`config.mk`:
```
export PLATFORM = sky130hd
export DESIGN_NAME = cssa_ram
export DESIGN_NICKNAME = d
export VERILOG_FILES = /design/src/sv/cssa_ram.sv
export SDC_FILE = /design/constraint.sdc
export NUM_CORES = 1
export LEC_CHECK = 0
export BUFFER_PORTS_ARGS = -buffer_cell sky130_fd_sc_hd__buf_2
export CELL_PAD_IN_SITES_DETAIL_PLACEMENT = 0
export CELL_PAD_IN_SITES_GLOBAL_PLACEMENT = 2
export CORE_MARGIN = 2
export CORE_UTILIZATION = 35
export CTS_CLUSTER_DIAMETER = 200
export DETAILED_ROUTE_END_ITERATION = 8
export GPL_TIMING_DRIVEN = 0
export PLACE_DENSITY_LB_ADDON = 0.2
export SYNTH_ARGS = -nofsm -noshare
export SYNTH_HDL_FRONTEND = slang
export SYNTH_SLANG_ARGS = --single-unit
```
`constraint.sdc`:
```
create_clock -name clk -period 3.6 [get_ports clk]
set_input_delay 0.72 -clock clk [delete_from_list [all_inputs] [get_ports clk]]
set_output_delay 0.72 -clock clk [all_outputs]
set_load 0.02 [all_outputs]
```
`src/sv/cssa_ram.sv`:
```
module cssa_ram #(
  parameter int WIDTH = 8,
  parameter int DEPTH = 16
) (
  input  logic                     clk,
  input  logic                     we,
  input  logic [$clog2(DEPTH)-1:0] waddr,
  input  logic [WIDTH-1:0]         wdata,
  input  logic                     re,
  input  logic [$clog2(DEPTH)-1:0] raddr,
  output logic [WIDTH-1:0]         rdata
);

  logic [WIDTH-1:0] mem [DEPTH];

  // One write port and one read port with registered read data.
  always_ff @(posedge clk) begin
    if (we) begin
      mem[waddr] <= wdata;
    end
    if (re) begin
      rdata <= mem[raddr];
    end
  end

endmodule

```
==> metrics.md <==
| Metric | Value |
|---|---|
| Seq/Total Area, Yosys | `0.7812` |
| Worst-path fanout max | `8` |
| Worst-path clk slew | `~0.050 ns` |
| GR Overflow Total | `0` |
| Placer congestion estimate | `slightly below 0.7` |
| Layout cells sized above 1 | `0.2762` |
| Hold Crit Class | `in -> reg` |
| Final setup TNS | `0 ns` |
| Global-route wire length before repair | `15.57 mm` |
| Area of the multi-input gates | `around 1100 um2` |
| Die X | `between 100 and 150 um` |
| Syn Inst Count | `229` |
| CP peak stage delay | `1.09 ns` |
| Hold buffers post-CTS | `0` |
| Num Clock Sinks | `approximately 140` |
| Ant. Diodes | `0` |
| R2R Path Start | `mem[1][3]` |
| Top cell type's share of synthesized area | `0.7812` |
| Dpl hpwl | `about 6.7 mm` |
| Synthesis-to-finish area growth | `17.21%` |
| Fillers | `~1300` |
| Final worst path period share | `0.6808` |
| Port Buffers | `25` |
| Commonest cells post-synth | `edfxtp_1, mux4_2, a22oi_1, mux4_1, nor2_1` |
| Kind of critical path | `in -> reg` |
| CP top delay family | `simple AND/OR/NAND/NOR gates` |
| Fin crit period | `between 2 and 2.5 ns` |
| Final hold violation count | `0` |
| Most numerous cell in the Yosys netlist | `edfxtp_1` |
| Routed WL | `10.40 mm` |
| Via count of the routed design | `~2400` |
| Starting Density | `0.3583` |
| Synthesized netlist net count | `approximately 250` |
| LEAKAGE | `slightly above 2 nW` |
| Max-capacitance violation count | `0` |
| Req. time, crit path | `3.61 ns` |
| # setup viols final | `0` |
| Cell taking the most area after synthesis | `edfxtp_1` |
| Startpoint types | `input port` |
| Mapped Area | `approximately 5200 um2` |
| Worst-skew pair later-pin latency | `0.40 ns` |
| Die Footprint | `about 16000 um2` |
| Global Route Usage Sum | `0.1416` |
| WL per Instance | `22.12 um` |
| First-pass iteration count of the detailed router | `4` |
| Antenna Nets Post-Route | `0` |
| Core area | `around 15000 um2` |
| Crit-path cells | `buf_2 -> or3b_2 -> nor3_1` |
| Hold path startpoint | `re` |
| Synth Register Bits | `136` |
| Ports | `27` |
| Critical path data arrival time | `2.46 ns` |
| R2r setup slk | `2.02 ns` |
| Dominant synthesized flop cell | `edfxtp_1` |
| FF-to-FF End | `rdata[3]` |
| Synth top area cells | `edfxtp_1, mux4_2, mux4_1, a22oi_1, nor2_1` |
| CTS H-tree depth | `4` |
| Cts repair resizes | `0` |
| Slew @ Worst Pin | `around 1.4 ns` |
| Initial antenna violation count | `0` |
| Synth Warn # | `0` |
| Post-CTS Setup Bufs | `0` |
| CP Buf/Inv Count | `1` |
| Die height | `126.2 um` |
| TritonCTS buffer count | `17` |
| Reg2reg path depth | `3` |
| Clock skew | `around 0.0037 ns` |
| Crit. End Element | `flop` |
| Async set-or-reset flop fraction in the synthesized netlist | `0` |
| Vias in the first global route | `between 2000 and 2500` |
| Outcome | `finished, final reports clean` |
| Root Driver | `clkbuf_16` |
| Nets | `between 200 and 300` |
| Largest net degree at the start of global routing | `17` |
| Hold Slack | `roughly 0.66 ns` |
| Clk buf depth | `2` |
| PwrDens | `580.0 nW/um2` |
| CTS tree | `yes` |
| Rows | `44` |
| Top achievable clock speed | `a little over 400 MHz` |
| Slew HR | `0.05360` |
| Syn_area_per_cell | `22.83 um2` |
| Drc violations | `0` |
| Max VDD drop | `0.3287 mV` |
| Unique masters post-synth | `18` |
| RSZ-0062 raised after global routing | `false` |
| End of the worst hold path | `rdata[2]` |
| Slowest stage cell, crit path | `nor3_1` |
| Hold path depth | `1` |
| Post-synth EDFFs | `136` |
| Max Transition Viols Final | `0` |
| DRT iter0 DRCs | `around 210` |
| Register Area | `around 4100 um2` |
| Post-DR vias/cell | `~5` |
[state kept, by name, summed over array words and instances, names as in the netlist]
signal / cells
rdata: 8
mem: 128
[worst max path at each step]
stage                  start  slack, ns         to  cells past startpoint
global route        waddr[2]       1.13  mem[0][7]                      3
finish              waddr[2]       1.15  mem[0][4]                      3
floorplan           waddr[2]       1.39  mem[0][0]                      2
CTS                 waddr[2]       1.19  mem[0][4]                      3
detailed placement  waddr[2]       0.75  mem[0][4]                      3
global placement    waddr[2]       0.73  mem[0][4]                      3
[kinds of logic after synthesis]
kind of cell / share of synthesized area
DFF: 0.7812
AOI/OAI and AO/OA: 0.02298
muxes: 0.1479
buffers and inverters: 0.01651
and+or+nand+nor: 0.03136
[area by class of cell]
type / count / area share
well taps: 184 / 0.03757
flip-flops and latches: 136 / 0.6665
clock inverters: 13 / 0.01817
plain buffers: 10 / 0.01409
multi-input cells: 83 / 0.1726
repair buffers: 25 / 0.02042
clock buffers: 19 / 0.07066
[routing by layer]
layer,part of all wire,global-route usage,wire [um]
met1,0.46,0.1927,4812
met5,0,0,0
met2,0.48,0.2154,4945
met4,0.017,0.05624,179
met3,0.044,0.04206,461
[worst register-to-register path: stages (launching register included)]
cell and delay (ns):
edfxtp_1 0.35, mux4_1 0.50, a22oi_1 0.36, nand2_1 0.12
[report_power, final]
group	total, mW	switching (mW)	internal, mW
logic	0.178	0.109	0.0688
clock network	1.58	0.586	0.997
registers	1.79	0.00679	1.79
total	3.55	0.702	2.85
[layout by cell type (no fill, tap or decap)]
master	netlist	final
edfxtp_1	136	136
nor2b_1	1	1
and2_1	1	1
clkbuf_1	0	2
a22oi_1	16	16
buf_6	3	3
clkinvlp_4	0	1
nor2_1	13	13
nand3_1	1	1
nand3b_1	2	2
clkinv_2	0	5
clkdlybuf4s25_2	3	3
nor3_1	4	4
clkinv_1	0	5
or3b_2	1	1
and2b_1	1	1
mux4_2	18	18
nand2_1	9	9
mux4_1	14	14
clkbuf_16	0	17
buf_2	3	28
buf_4	1	1
nand2b_1	2	2
bufinv_16	0	2
[stage by stage]
stage / setup slack [ns] / cells / cell area [um2] / total power [mW] / utilization
floorplan: 1.387 / 229 / 5228 / 1.924 / -
global placement: 0.7262 / 438 / 5583 / 2.004 / 0.3827
detailed placement: 0.7518 / 438 / 5583 / 2.008 / 0.3827
CTS: 1.187 / 470 / 6127 / 3.593 / 0.4200
global route: 1.125 / 470 / 6127 / 3.682 / 0.4200
finish: 1.149 / 470 / 6127 / 3.554 / 0.4200
No activity file was read; power rests on OpenSTA's default activity.
